### src/rtl/mcr_pkg.sv
// ----------------------------------------------------------------------------
// Midpoint circle rasterizer package
// Command codes, algorithm constants and sizes shared by the rasterizer files.
// ----------------------------------------------------------------------------
`default_nettype none

package mcr_pkg;

	// Command encoding, only the low bit of the command field is used.
	localparam logic CMD_START = 1'b0;
	localparam logic CMD_STEP  = 1'b1;

	// Constants of the midpoint decision update.
	localparam int DEC_INIT     = 3;
	localparam int DEC_ADD_DIAG = 10;
	localparam int DEC_ADD_AXIS = 6;

	// Eight mirrored points per iteration.
	localparam int NUM_OCTANTS = 8;
	localparam int OCT_BITS    = $clog2(NUM_OCTANTS);

	// Reset value of the outline color register.
	localparam logic [31:0] COLOR_RESET = 32'hFFFF_FFFF;

endpackage

`default_nettype wire

### src/rtl/mcr_fifo.sv
// ----------------------------------------------------------------------------
// Midpoint circle rasterizer job queue
// Two-entry queue that decouples the decision front end from the point emitter.
// ----------------------------------------------------------------------------
`default_nettype none

module mcr_fifo #(
	parameter int WIDTH = 45
) (
	input  wire logic             clk,
	input  wire logic             arst_n,
	input  wire logic             push,
	input  wire logic [WIDTH-1:0] push_data,
	output logic                  not_full,
	input  wire logic             pop,
	output logic [WIDTH-1:0]      pop_data,
	output logic                  not_empty
);

	logic [WIDTH-1:0] mem_q [2];
	logic             wr_ptr_q;
	logic             rd_ptr_q;
	logic [1:0]       count_q;
	logic             do_push;
	logic             do_pop;

	assign not_full  = (count_q != 2'd2);
	assign not_empty = (count_q != 2'd0);
	assign do_push   = push && not_full;
	assign do_pop    = pop && not_empty;
	assign pop_data  = mem_q[rd_ptr_q];

	// Storage entries carry payload only.
	always_ff @(posedge clk) begin
		if (do_push) begin
			mem_q[wr_ptr_q] <= push_data;
		end
	end

	// Pointers and fill count.
	always_ff @(posedge clk or negedge arst_n) begin
		if (!arst_n) begin
			wr_ptr_q <= 1'b0;
			rd_ptr_q <= 1'b0;
			count_q  <= 2'd0;
		end else begin
			if (do_push) begin
				wr_ptr_q <= ~wr_ptr_q;
			end
			if (do_pop) begin
				rd_ptr_q <= ~rd_ptr_q;
			end
			if (do_push && !do_pop) begin
				count_q <= count_q + 2'd1;
			end else if (do_pop && !do_push) begin
				count_q <= count_q - 2'd1;
			end
		end
	end

endmodule

`default_nettype wire

### src/rtl/mcr_front.sv
// ----------------------------------------------------------------------------
// Midpoint circle rasterizer front end
// Accepts start and step commands, runs the decision update and queues a job.
// ----------------------------------------------------------------------------
`default_nettype none

module mcr_front #(
	parameter int COORD_BITS = 10
) (
	input  wire logic                    clk,
	input  wire logic                    arst_n,
	input  wire logic                    in_valid,
	output logic                         in_ready,
	input  wire logic                    command,
	input  wire logic [COORD_BITS-1:0]   center_x,
	input  wire logic [COORD_BITS-1:0]   center_y,
	input  wire logic [COORD_BITS-1:0]   radius,
	input  wire logic                    job_ready,
	output logic                         job_push,
	output logic [COORD_BITS-1:0]        job_cx,
	output logic [COORD_BITS-1:0]        job_cy,
	output logic signed [COORD_BITS:0]   job_x,
	output logic signed [COORD_BITS:0]   job_y,
	output logic                         job_fin
);

	localparam int OFF_BITS = COORD_BITS + 1;
	localparam int DEC_BITS = COORD_BITS + 4;

	logic [COORD_BITS-1:0]      held_cx_q;
	logic [COORD_BITS-1:0]      held_cy_q;
	logic signed [OFF_BITS-1:0] offset_x_q;
	logic signed [OFF_BITS-1:0] offset_y_q;
	logic signed [DEC_BITS-1:0] decision_q;
	logic                       drawing_q;

	logic                       accept;
	logic                       is_start;
	logic                       step_run;
	logic                       dec_pos;
	logic signed [OFF_BITS-1:0] y_step;
	logic signed [OFF_BITS-1:0] x_step;
	logic signed [DEC_BITS-1:0] xe;
	logic signed [DEC_BITS-1:0] term;
	logic signed [DEC_BITS-1:0] d_step;
	logic signed [DEC_BITS-1:0] d_start;

	assign in_ready = job_ready;
	assign accept   = in_valid && in_ready;
	assign is_start = (command == mcr_pkg::CMD_START);

	// One loop iteration of the midpoint algorithm.
	always_comb begin
		step_run = drawing_q && !(offset_y_q < offset_x_q);
		dec_pos  = (decision_q > 0);
		y_step   = dec_pos ? (offset_y_q - OFF_BITS'(1)) : offset_y_q;
		x_step   = offset_x_q + OFF_BITS'(1);
		xe       = {{(DEC_BITS - OFF_BITS){offset_x_q[OFF_BITS-1]}}, offset_x_q};
		if (dec_pos) begin
			term = xe - {{(DEC_BITS - OFF_BITS){y_step[OFF_BITS-1]}}, y_step};
			d_step = decision_q + {term[DEC_BITS-3:0], 2'b00}
				+ DEC_BITS'(mcr_pkg::DEC_ADD_DIAG);
		end else begin
			term = xe;
			d_step = decision_q + {term[DEC_BITS-3:0], 2'b00}
				+ DEC_BITS'(mcr_pkg::DEC_ADD_AXIS);
		end
		d_start = DEC_BITS'(mcr_pkg::DEC_INIT) - {3'b000, radius, 1'b0};
	end

	// Job handed to the emitter.
	always_comb begin
		job_push = accept;
		if (is_start) begin
			job_cx  = center_x;
			job_cy  = center_y;
			job_x   = '0;
			job_y   = {1'b0, radius};
			job_fin = 1'b0;
		end else begin
			job_cx  = held_cx_q;
			job_cy  = held_cy_q;
			job_x   = x_step;
			job_y   = y_step;
			job_fin = !step_run;
		end
	end

	// Circle state.
	always_ff @(posedge clk or negedge arst_n) begin
		if (!arst_n) begin
			held_cx_q  <= '0;
			held_cy_q  <= '0;
			offset_x_q <= '0;
			offset_y_q <= '0;
			decision_q <= '0;
			drawing_q  <= 1'b0;
		end else if (accept) begin
			if (is_start) begin
				held_cx_q  <= center_x;
				held_cy_q  <= center_y;
				offset_x_q <= '0;
				offset_y_q <= {1'b0, radius};
				decision_q <= d_start;
				drawing_q  <= 1'b1;
			end else if (step_run) begin
				offset_x_q <= x_step;
				offset_y_q <= y_step;
				decision_q <= d_step;
			end else begin
				drawing_q <= 1'b0;
			end
		end
	end

endmodule

`default_nettype wire

### src/rtl/mcr_back.sv
// ----------------------------------------------------------------------------
// Midpoint circle rasterizer point emitter
// Takes queued jobs and emits the eight mirrored points or one status result.
// ----------------------------------------------------------------------------
`default_nettype none

module mcr_back #(
	parameter int COORD_BITS = 10
) (
	input  wire logic                        clk,
	input  wire logic                        arst_n,
	input  wire logic                        job_avail,
	output logic                             job_pop,
	input  wire logic [COORD_BITS-1:0]       job_cx,
	input  wire logic [COORD_BITS-1:0]       job_cy,
	input  wire logic signed [COORD_BITS:0]  job_x,
	input  wire logic signed [COORD_BITS:0]  job_y,
	input  wire logic                        job_fin,
	input  wire logic [31:0]                 color,
	output logic                             out_valid,
	input  wire logic                        out_ready,
	output logic signed [COORD_BITS+1:0]     pixel_x,
	output logic signed [COORD_BITS+1:0]     pixel_y,
	output logic [31:0]                      pixel_color,
	output logic                             pixel_valid,
	output logic                             last_of_step,
	output logic                             finished
);

	localparam int OUT_BITS = COORD_BITS + 2;

	typedef enum logic [1:0] {
		BK_IDLE = 2'b01,
		BK_EMIT = 2'b10
	} bk_state_t;

	bk_state_t                          state_q;
	logic [mcr_pkg::OCT_BITS-1:0]       oct_q;
	logic [COORD_BITS-1:0]              cx_q;
	logic [COORD_BITS-1:0]              cy_q;
	logic signed [COORD_BITS:0]         x_q;
	logic signed [COORD_BITS:0]         y_q;
	logic                               fin_q;
	logic                               ovalid_q;

	logic                               can_load;
	logic                               emit;
	logic                               last_pt;
	logic signed [COORD_BITS:0]         a_off;
	logic signed [COORD_BITS:0]         b_off;
	logic signed [OUT_BITS-1:0]         a_ext;
	logic signed [OUT_BITS-1:0]         b_ext;
	logic signed [OUT_BITS-1:0]         px;
	logic signed [OUT_BITS-1:0]         py;

	assign out_valid = ovalid_q;
	assign can_load  = !ovalid_q || out_ready;
	assign emit      = (state_q == BK_EMIT) && can_load;
	assign last_pt   = fin_q || (oct_q == mcr_pkg::OCT_BITS'(mcr_pkg::NUM_OCTANTS - 1));
	assign job_pop   = job_avail && ((state_q == BK_IDLE) || (emit && last_pt));

	// Octant mirroring: bit 2 swaps the axes, bits 0 and 1 negate them.
	always_comb begin
		a_off = oct_q[2] ? y_q : x_q;
		b_off = oct_q[2] ? x_q : y_q;
		a_ext = {a_off[COORD_BITS], a_off};
		b_ext = {b_off[COORD_BITS], b_off};
		px = oct_q[0] ? ({2'b00, cx_q} - a_ext) : ({2'b00, cx_q} + a_ext);
		py = oct_q[1] ? ({2'b00, cy_q} - b_ext) : ({2'b00, cy_q} + b_ext);
	end

	// Sequencer over the points of the current job.
	always_ff @(posedge clk or negedge arst_n) begin
		if (!arst_n) begin
			state_q <= BK_IDLE;
			oct_q   <= '0;
		end else begin
			unique case (state_q)
				BK_IDLE: begin
					if (job_pop) begin
						state_q <= BK_EMIT;
						oct_q   <= '0;
					end
				end
				BK_EMIT: begin
					if (emit) begin
						if (last_pt) begin
							oct_q <= '0;
							if (!job_pop) begin
								state_q <= BK_IDLE;
							end
						end else begin
							oct_q <= oct_q + 1'b1;
						end
					end
				end
				default: begin
					state_q <= BK_IDLE;
				end
			endcase
		end
	end

	// Job operands held while its points go out.
	always_ff @(posedge clk) begin
		if (job_pop) begin
			cx_q  <= job_cx;
			cy_q  <= job_cy;
			x_q   <= job_x;
			y_q   <= job_y;
			fin_q <= job_fin;
		end
	end

	// Output register valid flag.
	always_ff @(posedge clk or negedge arst_n) begin
		if (!arst_n) begin
			ovalid_q <= 1'b0;
		end else if (emit) begin
			ovalid_q <= 1'b1;
		end else if (out_ready) begin
			ovalid_q <= 1'b0;
		end
	end

	// Output register payload.
	always_ff @(posedge clk) begin
		if (emit) begin
			if (fin_q) begin
				pixel_x      <= '0;
				pixel_y      <= '0;
				pixel_color  <= '0;
				pixel_valid  <= 1'b0;
				last_of_step <= 1'b1;
				finished     <= 1'b1;
			end else begin
				pixel_x      <= px;
				pixel_y      <= py;
				pixel_color  <= color;
				pixel_valid  <= 1'b1;
				last_of_step <= last_pt;
				finished     <= 1'b0;
			end
		end
	end

endmodule

`default_nettype wire

### src/rtl/midpoint_circle_rasterizer.sv
// ----------------------------------------------------------------------------
// Midpoint circle rasterizer
// Bresenham midpoint circle outline generator with a queued point emitter.
// ----------------------------------------------------------------------------
// A start command produces the eight mirrored points of the first octant
// position, and each step command runs one midpoint iteration and produces
// eight more; a step after the outline has closed produces one status
// transfer with finished set. Points leave through a registered output at
// one transfer per cycle when the output is never stalled. The front end
// updates the decision in the cycle a command is accepted and places a job
// in a two-entry queue; when the emitter is idle the first point passes
// through the queue entry, the job operand registers and the output
// register before it is presented.
// The outline color may be written only while the block is idle.
`default_nettype none

module midpoint_circle_rasterizer #(
	parameter int COORD_BITS = 10
) (
	input  wire logic                     clk,
	input  wire logic                     arst_n,
	input  wire logic                     outline_color_we,
	input  wire logic [31:0]              outline_color,
	input  wire logic                     in_valid,
	output logic                          in_ready,
	input  wire logic                     command,
	input  wire logic [COORD_BITS-1:0]    center_x,
	input  wire logic [COORD_BITS-1:0]    center_y,
	input  wire logic [COORD_BITS-1:0]    radius,
	output logic                          out_valid,
	input  wire logic                     out_ready,
	output logic signed [COORD_BITS+1:0]  pixel_x,
	output logic signed [COORD_BITS+1:0]  pixel_y,
	output logic [31:0]                   pixel_color,
	output logic                          pixel_valid,
	output logic                          last_of_step,
	output logic                          finished
);

	localparam int JOB_BITS = 2 * COORD_BITS + 2 * (COORD_BITS + 1) + 1;

	logic [31:0]                color_q;
	logic                       f_push;
	logic                       q_not_full;
	logic                       q_not_empty;
	logic                       b_pop;
	logic [COORD_BITS-1:0]      f_cx;
	logic [COORD_BITS-1:0]      f_cy;
	logic signed [COORD_BITS:0] f_x;
	logic signed [COORD_BITS:0] f_y;
	logic                       f_fin;
	logic [JOB_BITS-1:0]        push_job;
	logic [JOB_BITS-1:0]        pop_job;

	// Outline color register.
	always_ff @(posedge clk or negedge arst_n) begin
		if (!arst_n) begin
			color_q <= mcr_pkg::COLOR_RESET;
		end else if (outline_color_we) begin
			color_q <= outline_color;
		end
	end

	mcr_front #(
		.COORD_BITS(COORD_BITS)
	) u_front (
		.clk       (clk),
		.arst_n    (arst_n),
		.in_valid  (in_valid),
		.in_ready  (in_ready),
		.command   (command),
		.center_x  (center_x),
		.center_y  (center_y),
		.radius    (radius),
		.job_ready (q_not_full),
		.job_push  (f_push),
		.job_cx    (f_cx),
		.job_cy    (f_cy),
		.job_x     (f_x),
		.job_y     (f_y),
		.job_fin   (f_fin)
	);

	assign push_job = {f_cx, f_cy, f_x, f_y, f_fin};

	mcr_fifo #(
		.WIDTH(JOB_BITS)
	) u_fifo (
		.clk       (clk),
		.arst_n    (arst_n),
		.push      (f_push),
		.push_data (push_job),
		.not_full  (q_not_full),
		.pop       (b_pop),
		.pop_data  (pop_job),
		.not_empty (q_not_empty)
	);

	mcr_back #(
		.COORD_BITS(COORD_BITS)
	) u_back (
		.clk          (clk),
		.arst_n       (arst_n),
		.job_avail    (q_not_empty),
		.job_pop      (b_pop),
		.job_cx       (pop_job[JOB_BITS-1 -: COORD_BITS]),
		.job_cy       (pop_job[JOB_BITS-COORD_BITS-1 -: COORD_BITS]),
		.job_x        (pop_job[2*COORD_BITS+2 -: COORD_BITS+1]),
		.job_y        (pop_job[COORD_BITS+1 -: COORD_BITS+1]),
		.job_fin      (pop_job[0]),
		.color        (color_q),
		.out_valid    (out_valid),
		.out_ready    (out_ready),
		.pixel_x      (pixel_x),
		.pixel_y      (pixel_y),
		.pixel_color  (pixel_color),
		.pixel_valid  (pixel_valid),
		.last_of_step (last_of_step),
		.finished     (finished)
	);

endmodule

`default_nettype wire
### config.mk
export PLATFORM = sky130hd
export DESIGN_NAME = midpoint_circle_rasterizer
export DESIGN_NICKNAME = d
export VERILOG_FILES = /design/src/rtl/mcr_pkg.sv /design/src/rtl/mcr_fifo.sv /design/src/rtl/mcr_front.sv /design/src/rtl/mcr_back.sv /design/src/rtl/midpoint_circle_rasterizer.sv
export SDC_FILE = /design/constraint.sdc
export NUM_CORES = 1
export LEC_CHECK = 0
export ABC_AREA = 1
export BUFFER_PORTS_ARGS = -buffer_cell sky130_fd_sc_hd__buf_2
export CORE_UTILIZATION = 50
export CTS_BUF_LIST = sky130_fd_sc_hd__clkbuf_4 sky130_fd_sc_hd__clkbuf_8 sky130_fd_sc_hd__clkbuf_16
export DETAILED_ROUTE_END_ITERATION = 7
export PLACE_DENSITY = 0.69
export SETUP_SLACK_MARGIN = 0.1
export SLEW_MARGIN = 20
export SYNTH_ARGS = -nofsm -noshare
export SYNTH_HDL_FRONTEND = slang
export SYNTH_SLANG_ARGS = --single-unit
### constraint.sdc
create_clock -name clk -period 7.35 [get_ports clk]
set_clock_uncertainty 0.05 [all_clocks]
set_input_delay 1.8375 -clock clk [delete_from_list [all_inputs] [get_ports clk]]
set_output_delay 1.8375 -clock clk [all_outputs]
set_load 0.01 [all_outputs]
Word level (Yosys, flattened, before mapping)
Memories as Yosys holds them, arrays and structs flattened. A register that Yosys moved wholly into a read port is not among the register bits.
Index checks and enable logic that the tools add are counted.
{ "classes": {"add_sub_neg": 15, "magnitude_cmp": 2, "n_eq_ne": 10, "muxes": 36, "bitwise": 2, "reduce_logical": 25} }
{ "ops": {"columns": ["op", "n"], "rows": [
  ["$mux 11", 9],
  ["$mux 14", 3],
  ["$sub 11x11->12", 3],
  ["$add 14x14->14", 2],
  ["$add 11x11->12", 2],
  ["$mux 12", 2],
  ["$mux 10", 2],
  ["$add 14x3->14 const B", 1],
  ["$add 14x4->14 const B", 1],
  ["$gt 14x1->1 const B", 1],
  ["$mux 2", 6],
  ["$sub 2x11->12 const A", 1],
  ["$add 11x2->11 const B", 1],
  ["$lt 11x11->1", 1],
  ["$sub 11x2->11 const B", 1],
  ["$logic_and 1x1->1", 9],
  ["$mux 1", 9],
  ["$mux 3", 3],
  ["$ne 2x2->1 const B", 4],
  ["$reduce_bool 2->1", 4],
  ["$ne 2x1->1 const B", 3],
  ["$pmux 3 s2", 1],
  ["$logic_not 1->1", 5],
  ["$pmux 2 s2", 1],
  ["11 further kinds", 15]
]} }
{ "totals": {"regBits": 158, "ramBits": 86, "input_bits": 68, "output_inout_bits": 61, "word_cells": 110, "memories": 1} }
{ "memory_table": {"columns": ["memory", "depth", "width", "read_ports", "rd_clocked_by_memory_dff", "write_ports", "line_no", "source"], "rows": [
  ["u_fifo.mem_q", 2, 43, 1, 1, 1, "mcr_fifo.sv:20", "logic [WIDTH-1:0] mem_q [2];"]
]} }

Depth between registers and ports, before layout
Gate-level depths: netlist of the first run.
{ "depth": {"word_depth": 10, "depth_mapped": 32, "mapped_depth_nobuf": 31} }

By module
A second synthesis of the first run with hierarchy kept.
{ "unflattened": {"hier_cells": 1791, "area_unflattened_um2": 15931.5} }
{ "modules_own_cells": {"columns": ["module", "n_inst", "cells_each", "area_each_um2", "seq_area_each_um2"], "rows": [
  ["mcr_back", 1, 563, 5589.1, 3214.3],
  ["mcr_front", 1, 839, 5586.6, 1426.4],
  ["mcr_fifo", 1, 253, 3423.3, 2682.6],
  ["midpoint_circle_rasterizer", 1, 136, 1332.5, 840.8]
]} }

Least setup slack after synthesis of the first run
OpenSTA, ideal clock, no wires.
{ "synth_timing": {"path_kind": "input to register", "start": "in in_valid", "end": "mem u_fifo.mem_q[1][0] (netlist name) (enable)", "t_arrival_ps": 3778, "t_required_ps": 6855, "slack_ps": 3078, "cell_stages": 2, "path_cell_list": "nand2_1 nor2_1"} }
{ "synth_via": {"elab_chain_cells": 4} }
{ "synth_lines": {"columns": ["element", "line_no", "source"], "rows": [
  ["from (decl)", "midpoint_circle_rasterizer.sv:24", "input wire logic in_valid,"],
  ["$logic_and 1x1->1", "mcr_front.sv:49", "assign accept = in_valid && in_ready;"],
  ["$logic_and 1x1->1", "mcr_fifo.sv:29", "assign do_push = push && not_full;"],
  ["$mux 1", "mcr_fifo.sv:35", "if (do_push) begin"],
  ["$mux 1 (not written as such)", "mcr_fifo.sv:36", "mem_q[wr_ptr_q] <= push_data;"],
  ["to (decl)", "mcr_fifo.sv:20", null]
]} }
Every way passes these cells.

Worst setup path in the final report of the first run
{ "layout_timing": {"start": "reg u_front.decision_q[6]", "end": "reg u_front.decision_q[13]"} }
{ "layout_via": {"elab_chain_cells": 8} }
{ "layout_lines": {"columns": ["element", "line_no", "source"], "rows": [
  ["from (decl)", "mcr_front.sv:34", "logic signed [DEC_BITS-1:0] decision_q;"],
  ["from (signal assigned)", "mcr_front.sv:104", "decision_q <= d_start;"],
  ["from (signal assigned)", "mcr_front.sv:109", "decision_q <= d_step;"],
  ["$gt 14x1->1", "mcr_front.sv:55", "dec_pos = (decision_q > 0);"],
  ["$mux 11", "mcr_front.sv:56", "y_step = dec_pos ? (offset_y_q - OFF_BITS'(1)) : offset_y_q;"],
  ["$sub 11x11->12", "mcr_front.sv:60", "term = xe - {{(DEC_BITS - OFF_BITS){y_step[OFF_BITS-1]}}, y_step};"],
  ["$add 14x14->14", "mcr_front.sv:61", "d_step = decision_q + {term[DEC_BITS-3:0], 2'b00}"],
  ["$add 14x4->14", "mcr_front.sv:62", "+ DEC_BITS'(mcr_pkg::DEC_ADD_DIAG);"],
  ["$mux 14 *", "mcr_front.sv:59", "if (dec_pos) begin"],
  ["$mux 14 *", "mcr_front.sv:106", "end else if (step_run) begin"],
  ["$mux 14 *", "mcr_front.sv:99", "if (is_start) begin"]
]} }
Every way passes the cells marked *; elsewhere a longest branch is shown, timed or not. The select of a mux whose other input is x is not followed.
A chain may end at the register's enable or synchronous reset.

==> results of run 1 <==
==> layer usage <==
metal,vias up,GRT usage [%],share of wire (%)
met5,-,0,0
met4,0,6.197,2.5
met3,52,2.528,5.3
met2,317,35.84,46
met1,5268,29.45,46
li1,5856,-,-
==> logic make-up (layout without fill, tap and decap cells) <==
family	after synthesis	after routing	share of synthesized area [%]
mux	1	1	0.07314
simple gates	704	704	19.28
compound gates	297	297	10.30
fa+ha+maj	92	92	7.672
buf+inv	266	405	6.802
xor+xnor	50	50	2.844
flops	287	287	53.03
==> stage by stage <==
stage	setup WS [ns]	area, um^2
6_report	2.598	17390
5_1_grt	2.152	17390
4_1_cts	2.648	17390
3_5_place_dp	2.688	16360
3_3_place_gp	2.796	16360
2_1_floorplan	3.078	15400
==> flip-flops by register name, indices dropped and copies added, names as in the netlist, 2 cells and up <==
signal and cells:
color_q 32, u_back.cx_q 10, u_back.cy_q 10, u_back.oct_q 3, u_back.pixel_color 32, u_back.pixel_x 12
u_back.pixel_y 12, u_back.state_q 2, u_back.x_q 11, u_back.y_q 11, u_fifo.count_q 2, u_fifo.mem_q 86
u_front.decision_q 14, u_front.held_cx_q 10, u_front.held_cy_q 10, u_front.offset_x_q 11, u_front.offset_y_q 11
==> cell type report <==
cell class	count	area share (%)
clock buffer	44	5.203
clock inverter	12	0.6908
inverter	211	4.555
multi-input combinational	1144	35.66
sequential	287	46.96
tap	390	2.807
timing repair buffer	138	4.131
==> where the power goes <==
group	total, mW	leakage (nW)	internal [mW]	switching, mW
Sequential	2.79	2.96	2.50	0.284
Combinational	4.48	4.53	1.57	2.90
Clock	1.52	0.519	0.923	0.601
Total	8.79	8.00	5.00	3.79
==> final timing paths <==
path                                            start                     end  slack, ns  cells after the start
max in group asynchronous                      arst_n  u_front.offset_x_q[10]       4.75                      2
min in group asynchronous                      arst_n              color_q[5]       1.47                      1
worst max-delay path            u_front.decision_q[6]  u_front.decision_q[13]       2.60                     29
worst min-delay path            u_front.decision_q[0]   u_front.decision_q[0]       0.41                      2
worst min register to register  u_front.decision_q[0]   u_front.decision_q[0]       0.41                      2
worst max register to register  u_front.decision_q[6]  u_front.decision_q[13]       2.60                     29
==> worst reg2reg max path: cells and delay by family, from the launching register on <==
kind / cells / cell delay (ns)
AOI/OAI and AO/OA: 7 / 1.16
xor gates and xnor gates: 2 / 0.39
buffers and inverters: 3 / 0.15
and+or+nand+nor: 13 / 1.50
adders and majority gates: 4 / 0.97
DFF: 1 / 0.44
==> synthesized netlist by cell type, drive strengths merged (3+ instances only) <==
cell      n  area (um^2)
ha       88         1101
o22ai     3        18.77
nand2   472         1847
a21oi    73        376.6
clkbuf   36        136.4
or2       4        25.03
xnor2    17        148.9
nor3     21        105.1
fa        4        80.08
dfstp    33        867.1
xor2     33        289.0
buf      19        118.9
nor4      3        18.77
nand4     8        50.05
clkinv    3        11.26
dfrtp    66         1652
inv     208        780.8
o211ai    6        45.04
edfxtp  188         5645
nor2    125        514.2
o21a      5        37.54
nand3    70        400.4
a31oi     8        50.05
o21ai   188        940.9
==> results.json, run 1 <==
{
  "status": "completed",
  "drt-total-wl_um": 33060,
  "arrival_ns": 5.18,
  "start_kind": "register",
  "dp.cells": 2170,
  "gp_congestion": 0.9006,
  "min_path_type": "register to register",
  "min_period_ns": 4.752,
  "initialDrtViolationCount": 757,
  "viasPerCell": 5.163,
  "routedWlPerCell_um": 14.85,
  "multi_input_area_um2": 6200,
  "fp-row-count": 63,
  "numCtsBuffers": 30,
  "synth_flop_cell": "edfxtp_1",
  "whs_ns": 0.4069,
  "crit_top_cell": "nand2_1",
  "synth_area_um2": 15400,
  "fillCellCount": 2627,
  "grt_pass1_wl_um": 53980,
  "cts_hold_buf": 0,
  "grt.total_usage_pct": 21.48,
  "crit_required_ns": 7.78,
  "ys_warn_count": 0,
  "antenna_found_initial": 0,
  "fin_crit_sh_pct": 64.65,
  "io_pins": 129,
  "powerDensity_nw_per_um2": 505.4,
  "dr.pass1.iters": 5,
  "die_area_um2": 31500,
  "port_buffers": 128,
  "start_util_pct": 51.40,
  "fin_util_pct": 58.05,
  "fin_setup_tns_ns": 0,
  "endpoint_kind": "register",
  "vias": 11490,
  "ys_types": 51,
  "final_max_slew_viol_count": 0,
  "coreArea_um2": 29950,
  "syn_inst": 1697,
  "cp_max_fo": 31,
  "cts_resized": 0,
  "critPathKind": "register to register",
  "root_buffer": "clkbuf_16",
  "cts.sinks": 287,
  "final_common_cell": "nand2_1",
  "crit_buf_inv": 3,
  "overflow": 0,
  "die_w_um": 177.5,
  "async_flop_share_pct": 34.49,
  "critPathMaxStageDelay_ns": 0.44,
  "first_global_vias": 10810,
  "synth_area_per_cell_um2": 9.072,
  "finalNonFillerCells": 2226,
  "clk_path_buf_depth": 3,
  "detailed_place_hpwl_um": 23810,
  "worstMarginPinSlew_ns": 0.9887,
  "antenna_cells": 0,
  "seqCellArea_um2": 8164,
  "slowest_stage": "dfrtp_1",
  "rsz0062_at_grt": "no",
  "area_delta_synth_final_pct": 12.93,
  "fmax_mhz": 210.5,
  "leakage_nw": 8.003,
  "synth_edf_count": 188,
  "cts_tree": "built",
  "layout_common_cells": "nand2_1 (450), inv_1 (199), edfxtp_1 (188)",
  "dieHeight_um": 177.5,
  "drive_gt1_share_pct": 15.58,
  "clkTransAtPathRegs_ns": 0.06,
  "cts_htree_levels": 1,
  "ys_ff_latch": 287,
  "drc": 0,
  "post-cts-setup-buffers": 0,
  "report.final.hold_viol_count": 0,
  "maxCapViolations": 0,
  "ir_drop_mv": 0.3812,
  "setup_viol": 0,
  "final_nets": 1972,
  "grt_max_degree": 68,
  "seq_area_frac_synth_pct": 53.03,
  "clkLatencyLatePin_ns": 0.55,
  "syn_nets": 1857,
  "slew_headroom_pct": 34.09,
  "finalPower_mw": 8.788,
  "ant_nets": 0,
  "critPathTopFamily": "simple AND/OR/NAND/NOR gates"
}
Note: power is estimated with default switching activity, not from simulation.
==> run 2, diff against run 1 <==
clock period = 4.5 ns   (was 7.35 ns; I/O delays follow)
==> results.json, run 2 (synthesis gave the netlist of run 1 again) <==
{
  "status": "completed",
  "largest_reg_flops": 86,
  "ir_drop_mv": 0.5425,
  "crit_end": "u_front.decision_q[12]",
  "hold-path-cell-count": 2,
  "worstMarginPinSlew_ns": 0.9542,
  "arrival_ns": 4.50,
  "fillCellCount": 2622,
  "regMostFlops": "u_fifo.mem_q",
  "final_nets": 1986,
  "drt-total-wl_um": 33410,
  "critPathTopFamily": "simple AND/OR/NAND/NOR gates",
  "fp-row-count": 63,
  "grt_pass1_wl_um": 54410,
  "numCtsBuffers": 29,
  "slew_headroom_pct": 36.38,
  "rsz0062_at_grt": "no",
  "viasPerCell": 5.249,
  "layout_common_cells": "nand2_1 (447), inv_1 (199), edfxtp_1 (188)",
  "antenna_cells": 0,
  "vias": 11750,
  "routedWlPerCell_um": 14.93,
  "final_max_slew_viol_count": 0,
  "report.final.hold_viol_count": 0,
  "slowest_stage": "dfrtp_2",
  "min_period_ns": 4.139,
  "ant_nets": 0,
  "cts.sinks": 287,
  "start_kind": "register",
  "cp.depth": 30,
  "setup_viol": 0,
  "fin_setup_tns_ns": 0,
  "r2r-end": "u_front.decision_q[12]",
  "clkLatencyLatePin_ns": 0.54,
  "antenna_found_initial": 0,
  "dr.pass1.iters": 7,
  "placed_area_um2": 16440,
  "grt.total_usage_pct": 21.63,
  "detailed_place_hpwl_um": 24410,
  "grt_max_degree": 71,
  "overflow": 0,
  "critPathKind": "register to register",
  "cp_max_fo": 7,
  "cts_hold_buf": 0,
  "crit_required_ns": 4.86,
  "largestRegisters": "u_fifo.mem_q: 86 flops, color_q: 32 flops, u_back.pixel_color: 32 flops",
  "maxCapViolations": 0,
  "reg2reg_from": "u_front.decision_q[6]",
  "leakage_nw": 8.036,
  "first_global_vias": 10940,
  "clkTransAtPathRegs_ns": 0.07,
  "drc": 0,
  "reg2reg_slack_ns": 0.36,
  "drive_gt1_share_pct": 16.94,
  "coreArea_um2": 29950,
  "fin_crit_sh_pct": 91.98,
  "r2r_cells": 30,
  "final_common_cell": "nand2_1",
  "design_area_um2": 17510,
  "area_delta_synth_final_pct": 13.73,
  "crit_buf_inv": 3,
  "multi_input_area_um2": 6280,
  "cts_tree": "built",
  "port_buffers": 128,
  "io_pins": 129,
  "powerDensity_nw_per_um2": 835.8,
  "critPathMaxStageDelay_ns": 0.44,
  "seqCellArea_um2": 8167,
  "start_util_pct": 51.40,
  "die_w_um": 177.5,
  "cts_htree_levels": 1,
  "crit_top_cell": "nand2_1",
  "initialDrtViolationCount": 702,
  "endpoint_kind": "register",
  "gp_congestion": 0.9095,
  "startpoint": "u_front.decision_q[6]",
  "die_area_um2": 31500,
  "fmax_mhz": 241.6,
  "clk_path_buf_depth": 3,
  "root_buffer": "clkbuf_16",
  "min_path_type": "register to register",
  "dieHeight_um": 177.5
}
[run 2: worst min path at each step]
stage	startpoint	end	slack [ns]
global route	u_front.decision_q[0]	u_front.decision_q[0]	0.43
floorplan	u_front.decision_q[0]	u_front.decision_q[0]	0.37
CTS	u_front.decision_q[0]	u_front.decision_q[0]	0.42
global placement	u_front.decision_q[0]	u_front.decision_q[0]	0.39
finish	u_front.decision_q[0]	u_front.decision_q[0]	0.41
detailed placement	u_front.decision_q[0]	u_front.decision_q[0]	0.39
[run 2: metrics by stage]
step                      setup slack [ns]  hold slack, ns  util, %  power [mW]  cells
after global placement              0.2935          0.3880    54.89       11.67   2179
after CTS                           0.1879          0.4212    57.99       14.26   2232
after floorplan                     0.5478          0.3720        -       10.05   1697
final                               0.3609          0.4140    58.45       14.64   2238
after global routing               0.04630          0.4347    58.45       16.01   2238
after detailed placement            0.2125          0.3943    54.89       11.89   2179
[run 2: timing repair]
item	4_1_cts	5_1_grt
endpoints found under the setup margin	0	3
buffers inserted	0	6
gates resized for setup	0	23
[run 2: report_power, final]
| group | total, mW | internal [mW] | switching (mW) |
|---|---|---|---|
| Combinational | 7.79 | 2.87 | 4.92 |
| Sequential | 4.55 | 4.09 | 0.458 |
| Clock | 2.30 | 1.35 | 0.944 |
| Total | 14.6 | 8.31 | 6.32 |
[run 2: cell type report]
type / instances / share of cell area, %
clock buffers: 47 / 5.088
multi-input cells: 1144 / 35.87
inverters: 211 / 4.523
clock inverters: 6 / 0.2072
flip-flops and latches: 287 / 46.64
repair buffers: 153 / 4.888
well taps: 390 / 2.787
[run 2: metal layers]
| metal | GRT usage [%] | part of all wire (%) |
|---|---|---|
| met1 | 30.26 | 46 |
| met2 | 35.34 | 45 |
| met3 | 2.571 | 6.2 |
| met4 | 6.339 | 2.5 |
| met5 | 0 | 0 |
[run 2: worst reg2reg max path, delay by kind of cell (launching register included)]
kind | cells | cell delay, ns
AO/OA/AOI/OAI | 5 | 0.56
buffers and inverters | 3 | 0.18
XOR/XNOR | 3 | 0.49
AND/OR/NAND/NOR | 15 | 1.36
flip-flops | 1 | 0.44
adder cells (fa/ha/maj) | 4 | 0.95
